[config.mk]
export PLATFORM = sky130hd
export DESIGN_NAME = xor_checksum_packet_framer
export DESIGN_NICKNAME = d
export VERILOG_FILES = /design/src/xcpf_pkg.sv /design/src/xcpf_core.sv /design/src/xcpf_serializer.sv /design/src/xor_checksum_packet_framer.sv
export SDC_FILE = /design/constraint.sdc
export NUM_CORES = 1
export LEC_CHECK = 0
export BUFFER_PORTS_ARGS = -buffer_cell sky130_fd_sc_hd__buf_2
export CAP_MARGIN = 20
export CORE_MARGIN = 5
export CORE_UTILIZATION = 53
export CTS_CLUSTER_DIAMETER = 40
export DETAILED_ROUTE_END_ITERATION = 10
export PLACE_DENSITY_LB_ADDON = 0.25
export SLEW_MARGIN = 5
export SYNTH_ARGS = -nofsm -noshare
export SYNTH_HDL_FRONTEND = slang
export SYNTH_SLANG_ARGS = --single-unit
[constraint.sdc]
create_clock -name clock -period 2.35 [get_ports clock]
set_clock_uncertainty 0.2 [all_clocks]
set_input_delay 0.235 -clock clock [delete_from_list [all_inputs] [get_ports clock]]
set_output_delay 0.235 -clock clock [all_outputs]
set_load 0.005 [all_outputs]
[src/xcpf_pkg.sv]
`timescale 1ns / 1ps
`default_nettype none

package xcpf_pkg;

   localparam logic [7:0] SYNC_FIRST  = 8'hFA;
   localparam logic [7:0] SYNC_SECOND = 8'hFF;

   localparam int BURST_DEPTH = 7;
   localparam int COUNT_W     = $clog2(BURST_DEPTH + 1);

   typedef enum logic {
      ACTION_START   = 1'b0,
      ACTION_PAYLOAD = 1'b1
   } action_type;

   typedef struct packed {
      logic [BURST_DEPTH-1:0][7:0] bytes;
      logic [COUNT_W-1:0]          count;
      logic                        checksum;
   } burst_type;

endpackage

`default_nettype wire

[src/xcpf_core.sv]
`timescale 1ns / 1ps
`default_nettype none

module xcpf_core (
   input  wire logic              clock,
   input  wire logic              reset,
   input  wire logic              accept,
   input  wire logic              action,
   input  wire logic [7:0]        command_code,
   input  wire logic [7:0]        status_code,
   input  wire logic [15:0]       payload_length,
   input  wire logic [7:0]        payload_byte,
   output xcpf_pkg::burst_type    burst
);
   import xcpf_pkg::*;

   logic        in_frame_ff, in_frame_in;
   logic [15:0] remaining_ff, remaining_in;
   logic [7:0]  xor_ff, xor_in;

   logic [15:0] size;
   logic [7:0]  header_xor;
   logic [7:0]  payload_xor;
   logic [15:0] remaining_dec;

   always_comb begin
      size          = payload_length + 16'd1;
      header_xor    = command_code ^ status_code;
      payload_xor   = xor_ff ^ payload_byte;
      remaining_dec = remaining_ff - 16'd1;

      in_frame_in  = in_frame_ff;
      remaining_in = remaining_ff;
      xor_in       = xor_ff;
      burst        = '0;

      if (action_type'(action) == ACTION_START) begin
         burst.bytes[0] = SYNC_FIRST;
         burst.bytes[1] = SYNC_SECOND;
         burst.bytes[2] = command_code;
         burst.bytes[3] = status_code;
         burst.bytes[4] = size[7:0];
         burst.bytes[5] = size[15:8];
         burst.bytes[6] = header_xor;
         xor_in         = header_xor;
         if (payload_length == 16'd0) begin
            burst.count    = COUNT_W'(7);
            burst.checksum = 1'b1;
            in_frame_in    = 1'b0;
            remaining_in   = 16'd0;
         end else begin
            burst.count    = COUNT_W'(6);
            in_frame_in    = 1'b1;
            remaining_in   = payload_length;
         end
      end else if (in_frame_ff) begin
         burst.bytes[0] = payload_byte;
         burst.bytes[1] = payload_xor;
         xor_in         = payload_xor;
         remaining_in   = remaining_dec;
         if (remaining_dec == 16'd0) begin
            burst.count    = COUNT_W'(2);
            burst.checksum = 1'b1;
            in_frame_in    = 1'b0;
         end else begin
            burst.count    = COUNT_W'(1);
         end
      end
   end

   always_ff @(posedge clock) begin
      if (reset) begin
         in_frame_ff  <= 1'b0;
         remaining_ff <= 16'd0;
         xor_ff       <= 8'd0;
      end else if (accept) begin
         in_frame_ff  <= in_frame_in;
         remaining_ff <= remaining_in;
         xor_ff       <= xor_in;
      end
   end

endmodule

`default_nettype wire

[src/xcpf_serializer.sv]
`timescale 1ns / 1ps
`default_nettype none

module xcpf_serializer (
   input  wire logic              clock,
   input  wire logic              reset,
   input  wire logic              load,
   input  wire xcpf_pkg::burst_type burst,
   output logic                   empty_next,
   output logic                   rsp_valid,
   input  wire logic              rsp_ready,
   output logic [7:0]             rsp_out_byte,
   output logic                   rsp_out_last
);
   import xcpf_pkg::*;

   logic [BURST_DEPTH-1:0][7:0] bytes_ff, bytes_in;
   logic [COUNT_W-1:0]          count_ff, count_in;
   logic                        checksum_ff, checksum_in;
   logic                        fire;

   always_comb begin
      rsp_valid    = count_ff != '0;
      fire         = rsp_valid && rsp_ready;
      empty_next   = (count_ff == '0) || (count_ff == COUNT_W'(1) && rsp_ready);
      rsp_out_byte = bytes_ff[0];
      rsp_out_last = checksum_ff && (count_ff == COUNT_W'(1));

      bytes_in    = bytes_ff;
      count_in    = count_ff;
      checksum_in = checksum_ff;
      if (load) begin
         bytes_in    = burst.bytes;
         count_in    = burst.count;
         checksum_in = burst.checksum;
      end else if (fire) begin
         bytes_in    = bytes_ff >> 8;
         count_in    = count_ff - COUNT_W'(1);
      end
   end

   always_ff @(posedge clock) begin
      bytes_ff    <= bytes_in;
      checksum_ff <= checksum_in;
      if (reset) begin
         count_ff <= '0;
      end else begin
         count_ff <= count_in;
      end
   end

endmodule

`default_nettype wire

[src/xor_checksum_packet_framer.sv]
`timescale 1ns / 1ps
`default_nettype none

// Packet framer: a start request (action 0) emits the sync bytes 0xFA 0xFF,
// command, status and the little-endian size (payload_length + 1); each
// payload request (action 1) inside a frame passes its byte through, and the
// final one is followed by the XOR checksum of command, status and payload,
// flagged with rsp_out_last. A zero-length start emits header and checksum
// together. Payload outside a frame is dropped; a new start abandons an open
// frame. Output runs one byte per cycle while rsp_ready is high: a payload
// request emits one byte (two for the last one), a start six bytes (seven
// with zero length), through the single-byte output shifter; the next request
// is taken as the last byte of the current burst leaves.
module xor_checksum_packet_framer (
   input  wire logic        clock,
   input  wire logic        reset,
   input  wire logic        req_valid,
   output logic             req_ready,
   input  wire logic        req_action,
   input  wire logic [7:0]  req_command_code,
   input  wire logic [7:0]  req_status_code,
   input  wire logic [15:0] req_payload_length,
   input  wire logic [7:0]  req_payload_byte,
   output logic             rsp_valid,
   input  wire logic        rsp_ready,
   output logic [7:0]       rsp_out_byte,
   output logic             rsp_out_last
);
   import xcpf_pkg::*;

   burst_type burst;
   logic      accept;
   logic      empty_next;

   assign req_ready = empty_next;
   assign accept    = req_valid && req_ready;

   xcpf_core u_core (
      .clock          (clock),
      .reset          (reset),
      .accept         (accept),
      .action         (req_action),
      .command_code   (req_command_code),
      .status_code    (req_status_code),
      .payload_length (req_payload_length),
      .payload_byte   (req_payload_byte),
      .burst          (burst)
   );

   xcpf_serializer u_serializer (
      .clock        (clock),
      .reset        (reset),
      .load         (accept),
      .burst        (burst),
      .empty_next   (empty_next),
      .rsp_valid    (rsp_valid),
      .rsp_ready    (rsp_ready),
      .rsp_out_byte (rsp_out_byte),
      .rsp_out_last (rsp_out_last)
   );

endmodule

`default_nettype wire

==> flow_summary.json, run 1 <==
{
  "status": "completed",
  "whs_path_depth": 3,
  "leakage_nw": 2.10,
  "initial_core_util_pct": 54.1,
  "clk_pin_slew_worst_paths_ns": 0.09,
  "grt_use_total_pct": 21.0,
  "antenna_found_initial": 0,
  "power_density_mw_per_mm2": 1270,
  "synth_cells": 507,
  "place_hpwl_um": 8050,
  "drcViolationCount": 0,
  "vias_per_cell": 5.88,
  "first_iter_violations": 328,
  "syn-cell-area_sq_mm": 0.00470,
  "maxCapViolations": 0,
  "area_delta_synth_final_pct": 13.8,
  "synth_ff_type": "edfxtp_1",
  "min_path_type": "in -> reg",
  "synth_mux_area_share_pct": 0.453,
  "final_antenna_net_count": 0,
  "start_kind": "flop",
  "yosysSeqAreaShare_pct": 48.4,
  "cts.sinks": 85,
  "io_pins": 56,
  "cts_max_level": 3,
  "finalMaxSlewViolations": 0,
  "slew_headroom_pct": 66.0,
  "synth_edf_count": 57,
  "yosysWarningCount": 0,
  "grt_pass1_vias": 3775,
  "required_ns": 2.40,
  "fill_cells": 748,
  "setup_violations": 0,
  "rrSetupSlack_ns": 0.05,
  "nNetsFinal": 607,
  "drtPass1Iterations": 5,
  "synth_xor_area_share_pct": 6.90,
  "hold_violations": 0,
  "design_area_sq_mm": 0.00535,
  "numCtsBuffers": 9,
  "tightest_slew_ns": 0.511,
  "root_buffer": "clkbuf_8",
  "crit-reg2reg-launch": "u_core.remaining_ff[0]",
  "fin_util_pct": 61.6,
  "end_kind": "flop",
  "fp-row-count": 34,
  "clkLatencyLatePin_ns": 0.35,
  "finalCriticalPeriod_ns": 2.30,
  "grt_max_degree": 80,
  "multi_input_area_sq_mm": 0.00220,
  "dieArea_sq_mm": 0.0108,
  "synth-simple-area-share_pct": 19.2,
  "avgSynthCellArea_sq_um": 9.27,
  "ys_types": 51,
  "synthAdderAreaFrac_pct": 1.86,
  "cts.path.max_buffers": 2,
  "worstPathArrival_ns": 2.35,
  "core_sq_mm": 0.00868,
  "fp.dieW_um": 104,
  "grt_overflow_total": 0,
  "grt_pass1_wl_um": 18700,
  "synth_compound_area_share_pct": 18.1,
  "port_buffers": 55,
  "wl_um": 11500,
  "place.gp.congestion": 0.924,
  "grt_setup_unrepaired": "yes",
  "async_flop_share_pct": 0,
  "cp_max_fo": 5,
  "cts_tree": "built",
  "synth_seq_cells": 85,
  "rr_endpoint": "u_core.in_frame_ff",
  "synth_nets": 559,
  "wl_per_cell_um": 17.2,
  "regArea_sq_mm": 0.00227,
  "postPlaceCellArea_sq_mm": 0.00508,
  "ir_drop_v": 0.000567,
  "min_to": "u_serializer.bytes_ff[17]",
  "antenna_cells": 0,
  "synth_top_family_by_area": "simple AND/OR/NAND/NOR gates",
  "num_vias": 3926,
  "min_from": "req_command_code[1]",
  "critical_path_class": "reg -> reg",
  "fmax_ghz": 0.434,
  "drive_gt1_share_pct": 19.3,
  "fin_crit_sh_pct": 98.0,
  "dieHeight_um": 104,
  "reg2reg_depth": 8
}
## cell families (layout without fill, tap and decap cells)
kind of cell               count (synthesis)  after routing
muxes                                      2              2
AOI/OAI and AO/OA                        133            133
adders and majority gates                  7              7
buffers and inverters                     53            106
and+or+nand+nor                          190            190
DFF                                       85             85
xor gates and xnor gates                  37             37
## cell type report
cell class,instances,share of cell area (%)
inverter,13,0.912
timing repair buffer,77,8.91
clock inverter,5,1.59
clock buffer,11,2.46
tap,108,2.53
multi-input combinational,369,41.1
sequential,85,42.5
## per-stage QoR
step                      hold slack, ns  power, W  instances  setup slack [ns]  TNS, ns
final                             0.0420   0.00678        668            0.0475        0
after global routing              0.0671   0.00728        668           -0.0537  -0.0537
after CTS                         0.0378   0.00677        667            0.0270        0
after detailed placement           0.279   0.00563        648            0.0423        0
after global placement             0.264   0.00551        648             0.130        0
after floorplan                    0.107   0.00484        507            0.0802        0
## report_power, final
group | internal, W | total [W] | switching (W)
clock | 0.000606 | 0.00114 | 0.000539
combinational | 0.00114 | 0.00279 | 0.00165
sequential | 0.00252 | 0.00284 | 0.000323
## metal layers
metal | part of all wire, % | GRT usage [%] | up-vias | routed length, um
met5 | 0 | 0 | - | 0
li1 | - | - | 1906 | -
met3 | 5.6 | 3.35 | 22 | 638
met2 | 49 | 34.7 | 143 | 5580
met1 | 44 | 28.1 | 1855 | 5000
met4 | 2.1 | 7.31 | 0 | 242
## state kept, by name (all words and copies together) (netlist names)
signal                     cells
u_serializer.rsp_out_byte      8
u_serializer.count_ff          3
u_core.remaining_ff           16
u_core.xor_ff                  8
u_core.in_frame_ff             1
u_serializer.checksum_ff       1
u_serializer.bytes_ff         48
## timing repair
| action | in CTS | in global routing |
|---|---|---|
| hold endpoints to repair | 7 | 0 |
| hold buffers | 3 | 0 |
| setup endpoints to repair | 0 | 17 |
| setup buffers | 0 | 1 |
| resized for setup | 0 | 6 |
## worst max-delay path, stage by stage (launching register included)
cell and delay [ns]:
dfxtp_2 0.35, inv_1 0.10, ha_2 0.19, or4b_4 0.50
nor4_4 0.20, xnor2_2 0.16, nand4_2 0.16, o211ai_1 0.24
a21oi_1 0.09
## cell usage after synthesis, types with 3 or more instances
| library cell | instances | area, sq um |
|---|---|---|
| nor3_1 | 10 | 50.1 |
| clkbuf_1 | 26 | 97.6 |
| o221a_2 | 6 | 67.6 |
| a21o_1 | 7 | 52.6 |
| a31oi_1 | 3 | 18.8 |
| nand4_1 | 4 | 25.0 |
| a22o_1 | 3 | 26.3 |
| nor2b_1 | 3 | 18.8 |
| nor2_1 | 46 | 173 |
| a22oi_1 | 6 | 45.0 |
| buf_4 | 9 | 67.6 |
| xor2_1 | 18 | 158 |
| a211oi_1 | 4 | 30.0 |
| o21ai_0 | 47 | 235 |
| o31ai_1 | 4 | 30.0 |
| a221oi_1 | 5 | 43.8 |
| edfxtp_1 | 57 | 1710 |
| nand3_1 | 11 | 55.1 |
| nor4_1 | 5 | 31.3 |
| a21oi_1 | 30 | 150 |
| nor3b_1 | 3 | 22.5 |
| or3_1 | 3 | 18.8 |
| nand2b_1 | 3 | 18.8 |
| and3_1 | 4 | 25.0 |
| ha_1 | 7 | 87.6 |
| dfxtp_1 | 28 | 561 |
| inv_1 | 13 | 48.8 |
| o22ai_1 | 4 | 25.0 |
| xnor2_1 | 19 | 166 |
| nand2_1 | 86 | 323 |
| a2bb2oi_1 | 7 | 61.3 |
## placed cells by master, fill, tap and decap left out, types with 12 or more instances in the layout
| cell type | synthesis | routed |
|---|---|---|
| nor2_1 | 46 | 46 |
| dfxtp_1 | 28 | 27 |
| xnor2_1 | 19 | 18 |
| o21ai_0 | 47 | 47 |
| edfxtp_1 | 57 | 57 |
| buf_4 | 9 | 16 |
| buf_2 | 2 | 55 |
| xor2_1 | 18 | 18 |
| inv_1 | 13 | 12 |
| a21oi_1 | 30 | 30 |
| nand2_1 | 86 | 85 |
## worst max path at each step
stage / from / end / depth (start not counted)
floorplan: u_serializer.count_ff[0] / u_serializer.count_ff[1] / 6
global placement: u_core.remaining_ff[0] / u_core.in_frame_ff / 8
detailed placement: u_core.remaining_ff[0] / u_core.in_frame_ff / 8
CTS: u_core.remaining_ff[0] / u_core.in_frame_ff / 8
global route: u_core.remaining_ff[0] / u_core.in_frame_ff / 8
finish: u_core.remaining_ff[0] / u_core.in_frame_ff / 8
No activity file was read; power rests on OpenSTA's default activity.
==> run 2, diff against run 1 <==
--- a/config.mk
+++ b/config.mk
@@ -5,10 +5,12 @@
 export SDC_FILE = /design/constraint.sdc
 export NUM_CORES = 1
 export LEC_CHECK = 0
+export ABC_AREA = 1
 export BUFFER_PORTS_ARGS = -buffer_cell sky130_fd_sc_hd__buf_2
 export CAP_MARGIN = 20
 export CORE_MARGIN = 5
-export CORE_UTILIZATION = 53
+export CORE_UTILIZATION = 55
+export CTS_BUF_LIST = sky130_fd_sc_hd__clkbuf_8
 export CTS_CLUSTER_DIAMETER = 40
 export DETAILED_ROUTE_END_ITERATION = 10
 export PLACE_DENSITY_LB_ADDON = 0.25
==> run 2 against run 1 <==
Against the previous run:
- clock power fell by 4%
- flip-flop and latch count did not move
- die area fell by 4.6%
- sequential share of layout area rose by 0.32 points
- design area fell by 0.75%
- synthesized cell count rose by 5.5%
- critical path depth rose by 2
- synthesized area fell by 1.5%
- largest power group unchanged
- total power fell by 4.8%
- non-clock buffer count fell by 2
- wire length fell by 6.7%
- register-to-register slack improved by 0.16 ns
- largest cell class unchanged
==> flow_summary.json, run 2 <==
{
  "antenna_found_initial": 0,
  "cts_setup_buffers": 0,
  "wl_met2_um": 4900,
  "hold_slack_ns": 0.00767,
  "fmax_ghz": 0.463,
  "num_vias": 3872,
  "ir_drop_v": 0.000522,
  "cts.path.max_buffers": 2,
  "syn-cell-area_sq_mm": 0.00463,
  "place_hpwl_um": 7630,
  "setup_violations": 0,
  "fp.dieW_um": 102,
  "finalMaxSlewViolations": 0,
  "wl_um": 10700,
  "dieArea_sq_mm": 0.0104,
  "synth_cells": 535,
  "ys_types": 43,
  "required_ns": 2.26,
  "yosysTopAreaCell": "edfxtp_1",
  "grt_max_degree": 54,
  "async_flop_share_pct": 0,
  "end_kind": "flop",
  "fp-row-count": 33,
  "first_iter_violations": 307,
  "slew_headroom_pct": 70.6,
  "largest_register_ffs": 48,
  "io_pins": 56,
  "root_buffer": "clkbuf_8",
  "ys_top_cells_by_count": "nand2_1, edfxtp_1, nor2_1, inv_1, o21ai_0",
  "dr.max_layer_used": "met4",
  "antenna_cells": 0,
  "cts_tree": "built",
  "synth_nets": 587,
  "m1WireLength_um": 4960,
  "synth_top_area_share_pct": 37.0,
  "clk_pin_slew_worst_paths_ns": 0.09,
  "drtPass1Iterations": 5,
  "yosysSeqAreaShare_pct": 49.1,
  "grt_overflow_total": 0,
  "leakage_nw": 2.33,
  "cp_slowest_cell": "dlygate4sd3_1",
  "place.gp.congestion": 0.929,
  "nNetsFinal": 644,
  "grt_pass1_wl_um": 17700,
  "start_kind": "input port",
  "vias_per_cell": 5.52,
  "dieHeight_um": 102,
  "grt_pass1_vias": 3749,
  "clkLatencyLatePin_ns": 0.35,
  "drive_gt1_share_pct": 17.9,
  "top_regs": "u_serializer.bytes_ff x48, u_core.remaining_ff x16",
  "synth_edf_count": 57,
  "totalPowerFinal_w": 0.00646,
  "core_sq_mm": 0.00822,
  "postPlaceCellArea_sq_mm": 0.00498,
  "tightest_slew_ns": 0.440,
  "worstPathArrival_ns": 2.07,
  "route.met3.wl_um": 611,
  "synth_seq_cells": 85,
  "maxCapViolations": 0,
  "critical_path_class": "in -> reg",
  "hold_violations": 0,
  "area_delta_synth_final_pct": 14.6,
  "yosysMostFrequentCell": "nand2_1",
  "fill_cells": 707,
  "cp_num_buf_inv": 3,
  "initial_core_util_pct": 56.3,
  "design_area_sq_mm": 0.00531,
  "finalCriticalPeriod_ns": 2.16,
  "synth_area_leaders": "edfxtp_1, dfxtp_1, nand2_1, o21ai_0, nor2_1",
  "cpMostUsedCell": "nand2_1",
  "final_cell_mix": "nand2_1, edfxtp_1, buf_2",
  "fin_crit_sh_pct": 91.8,
  "port_buffers": 55,
  "synth_ff_type": "edfxtp_1",
  "avgSynthCellArea_sq_um": 8.65,
  "min_path_type": "in -> reg",
  "cts_max_level": 3,
  "largest-register": "u_serializer.bytes_ff",
  "fin_tns_setup_ns": 0,
  "slowest_delay_ns": 0.52,
  "drcViolationCount": 0,
  "numCtsBuffers": 9,
  "grt_setup_unrepaired": "no",
  "cts.sinks": 85,
  "final_antenna_net_count": 0,
  "status": "completed",
  "mostFrequentLayoutCell": "nand2_1",
  "yosysWarningCount": 0,
  "power_density_mw_per_mm2": 1220,
  "crit_path_cell_trace": "dlygate4sd3_1, buf_2, ha_1, nand2_1, nor2_1, nand2_1, nor2_1, inv_1, o221ai_1, nand2_1",
  "path_delay_family": "buffers and inverters",
  "cp_max_fo": 5,
  "wl_per_cell_um": 15.2,
  "grt_use_total_pct": 21.8
}
## run 2: what timing repair did
action	4_1_cts	5_1_grt
hold buffers	11	0
setup endpoints to repair	0	2
hold endpoints to repair	11	0
resized for setup	0	2
## run 2: cell type report
cell class                 count  area, sq um  area share, %
clock buffer                  10          138           2.59
clock inverter                 6         71.3           1.34
inverter                      52          195           3.68
multi-input combinational    369         2030           38.3
sequential                    85         2270           42.8
tap                          105          131           2.48
timing repair buffer          75          465           8.77
## run 2: power by group
part	switching [W]	leakage (nW)	internal [W]
registers	0.000237	0.796	0.00251
clock network	0.000556	0.104	0.000530
logic	0.00165	1.43	0.000973
total	0.00245	2.33	0.00401
## run 2: worst paths after layout
kind                          start                        end  slack (ns)  depth (start not counted)
min reg2reg        u_core.xor_ff[5]           u_core.xor_ff[5]        0.28                          2
max           req_payload_length[0]  u_serializer.bytes_ff[42]        0.19                         10
max reg2reg  u_core.remaining_ff[0]   u_serializer.checksum_ff        0.21                         12
min              req_status_code[3]  u_serializer.bytes_ff[27]       0.008                          2
## run 2: per-layer routing
layer  vias up  track usage, %
met4         0            8.49
li1       1928               -
met2       123            34.6
met3        16            2.75
met5         -               0
met1      1805            30.5
## run 2: worst register-to-register path, cell delays in order (launching register included)
cell and delay, ns:
dfxtp_1 0.33, inv_1 0.11, ha_1 0.25, nand2_2 0.13, nor2_1 0.15, nand2_1 0.07, nand2_1 0.07, nand2_1 0.05
nand3_1 0.06, nor2_1 0.05, nand3_1 0.16, nand2_1 0.09, and3b_1 0.18
## run 2: cell families after synthesis
group,share of synthesized area (%)
simple gates,20.0
compound gates,16.9
flops,49.1
buf+inv,7.89
xor+xnor,4.16
fa+ha+maj,1.89
## run 2: through the flow
stage	setup WS, ns	util [%]	instances
after global routing	0.0157	64.6	702
final	0.192	64.6	702
after floorplan	-0.0118	-	535
after detailed placement	0.163	60.6	675
after global placement	0.287	60.6	675
after CTS	0.138	64.5	702
==> run 3, diff against run 2 <==
==> constraint.sdc (replaced) <==
create_clock -name clock -period 2.35 [get_ports clock]
set_clock_uncertainty 0.2 [all_clocks]
set_input_delay 0.47 -clock clock [delete_from_list [all_inputs] [get_ports clock]]
set_output_delay 0.47 -clock clock [all_outputs]
set_load 0.005 [all_outputs]
==> run 3 against run 2 <==
Against the previous run:
- largest power group unchanged
- sequential power is essentially flat
- critical path type is now reg -> reg
- non-clock buffer count shrank 8
- design area shrank 2.3%
- register-to-register slack lost 0.05 ns
- maximum frequency shrank 1.7%
- first-iteration DRC count shrank 12%
- core utilization shrank 1.5 points
- global-route usage shrank 0.62 points
- clock-buffer cell count is the same
- sequential share of layout area grew 1.0 points
==> flow_summary.json, run 3 (synthesis gave the netlist of run 2 again) <==
{
  "grt_pass1_wl_um": 17300,
  "mostFrequentLayoutCell": "nand2_1",
  "num_vias": 3868,
  "fill_cells": 738,
  "ir_drop_v": 0.000544,
  "end_kind": "flop",
  "cts.repair.resized": 0,
  "slowest_delay_ns": 0.33,
  "drive_gt1_share_pct": 18.3,
  "min_path_type": "in -> reg",
  "path_delay_family": "simple AND/OR/NAND/NOR gates",
  "nNetsFinal": 636,
  "start_kind": "flop",
  "power.switching_w": 0.00242,
  "final_antenna_net_count": 0,
  "grt_setup_unrepaired": "no",
  "fp.dieW_um": 102,
  "largest_register_ffs": 48,
  "drtPass1Iterations": 5,
  "worstPathArrival_ns": 2.10,
  "crit_path_cell_trace": "inv_1, ha_1, nand2_1, nor2_2, nand2_1, nand2_1, nand2_1, nand2_1, nor2_1, nand3_1, nand2_1, and3b_1",
  "dieArea_sq_mm": 0.0104,
  "root_buffer": "clkbuf_8",
  "required_ns": 2.25,
  "design_area_sq_mm": 0.00519,
  "area_delta_synth_final_pct": 12.0,
  "cpMostUsedCell": "nand2_1",
  "pwr-share-clk_pct": 15.5,
  "grt_pass1_vias": 3513,
  "grt_overflow_total": 0,
  "numCtsBuffers": 9,
  "dieHeight_um": 102,
  "place.gp.congestion": 0.925,
  "grt_max_degree": 47,
  "first_iter_violations": 271,
  "leakage_nw": 2.29,
  "largest-register": "u_serializer.bytes_ff",
  "port_buffers": 55,
  "status": "completed",
  "finalCriticalPeriod_ns": 2.19,
  "critical_path_class": "reg -> reg",
  "initial_core_util_pct": 56.3,
  "power_density_mw_per_mm2": 1220,
  "cp_num_buf_inv": 1,
  "cp_max_fo": 5,
  "fp-row-count": 33,
  "grt_use_total_pct": 21.2,
  "maxCapViolations": 0,
  "cts_tree": "built",
  "final_cell_mix": "nand2_1, edfxtp_1, buf_2",
  "setup_violations": 0,
  "wl_um": 10600,
  "postPlaceCellArea_sq_mm": 0.00499,
  "seqPwrFrac_pct": 43.6,
  "slew_headroom_pct": 68.0,
  "totalPowerFinal_w": 0.00632,
  "cts_setup_buffers": 0,
  "cp_slowest_cell": "dfxtp_1",
  "io_pins": 56,
  "fmax_ghz": 0.456,
  "wl_per_cell_um": 15.3,
  "cts.sinks": 85,
  "top_regs": "u_serializer.bytes_ff x48, u_core.remaining_ff x16",
  "drcViolationCount": 0,
  "clkLatencyLatePin_ns": 0.35,
  "tightest_slew_ns": 0.480,
  "place_hpwl_um": 7470,
  "cts_hold_buf": 0,
  "hold_violations": 0,
  "clk_pin_slew_worst_paths_ns": 0.10,
  "cts_max_level": 3,
  "p_comb_share_pct": 40.8,
  "p_int_w": 0.00390,
  "finalMaxSlewViolations": 0,
  "cts.path.max_buffers": 2,
  "fin_crit_sh_pct": 93.4,
  "core_sq_mm": 0.00822,
  "antenna_found_initial": 0,
  "switching_share_pct": 38.3,
  "fin_util_pct": 63.1,
  "vias_per_cell": 5.57,
  "antenna_cells": 0
}
run 3: cell count changes in the layout (fill, tap and decap cells not counted):
| cell | change |
|---|---|
| buf_4 | +3 |
| nand2_2 | -1 |
| dlygate4sd3_1 | -11 |
| inv_6 | +2 |
| nor2_4 | -1 |
| bufinv_16 | -1 |
| inv_1 | +1 |
| nor2_2 | +1 |
| nand2_1 | +1 |
| clkinv_4 | -2 |
run 3: through the flow:
| step | hold WS, ns | cells | setup TNS (ns) | worst slack [ns] |
|---|---|---|---|---|
| global route | 0.217 | 694 | 0 | 0.0263 |
| detailed placement | 0.268 | 676 | 0 | 0.0896 |
| finish | 0.228 | 694 | 0 | 0.155 |
| CTS | 0.220 | 692 | 0 | 0.146 |
| floorplan | 0.255 | 535 | -0.0118 | -0.0118 |
| global placement | 0.264 | 676 | 0 | 0.126 |
run 3: worst paths after layout:
path	from	end	slack, ns	cells after the start
worst min-delay path	req_status_code[6]	u_serializer.bytes_ff[30]	0.23	2
worst max-delay path	u_core.remaining_ff[0]	u_serializer.checksum_ff	0.16	12
worst max register to register	u_core.remaining_ff[0]	u_serializer.checksum_ff	0.16	12
worst min register to register	u_core.xor_ff[4]	u_core.xor_ff[4]	0.29	2
run 3: area by class of cell:
| class | count | area, sq um | area share (%) |
|---|---|---|---|
| Sequential cell | 85 | 2270 | 43.8 |
| Multi-Input combinational cell | 369 | 2030 | 39.1 |
| Timing Repair Buffer | 67 | 378 | 7.29 |
| Inverter | 52 | 195 | 3.76 |
| Clock buffer | 10 | 138 | 2.65 |
| Tap cell | 105 | 131 | 2.53 |
| Clock inverter | 6 | 45.0 | 0.869 |
run 3: metal layers:
layer / part of all wire (%) / global-route usage [%] / wire length, um
met5: 0 / 0 / 0
met4: 1.7 / 6.44 / 177
met3: 7.5 / 4.34 / 803
met2: 45 / 31.3 / 4740
met1: 46 / 31.3 / 4920
run 3: power groups by stage:
stage,clock network [W],registers [W],logic [W]
after floorplan,0,0.00273,0.00202
after CTS,0.00100,0.00275,0.00256
after global placement,0,0.00276,0.00249
after detailed placement,0,0.00278,0.00254
after global routing,0.00106,0.00282,0.00294
final,0.000981,0.00276,0.00258
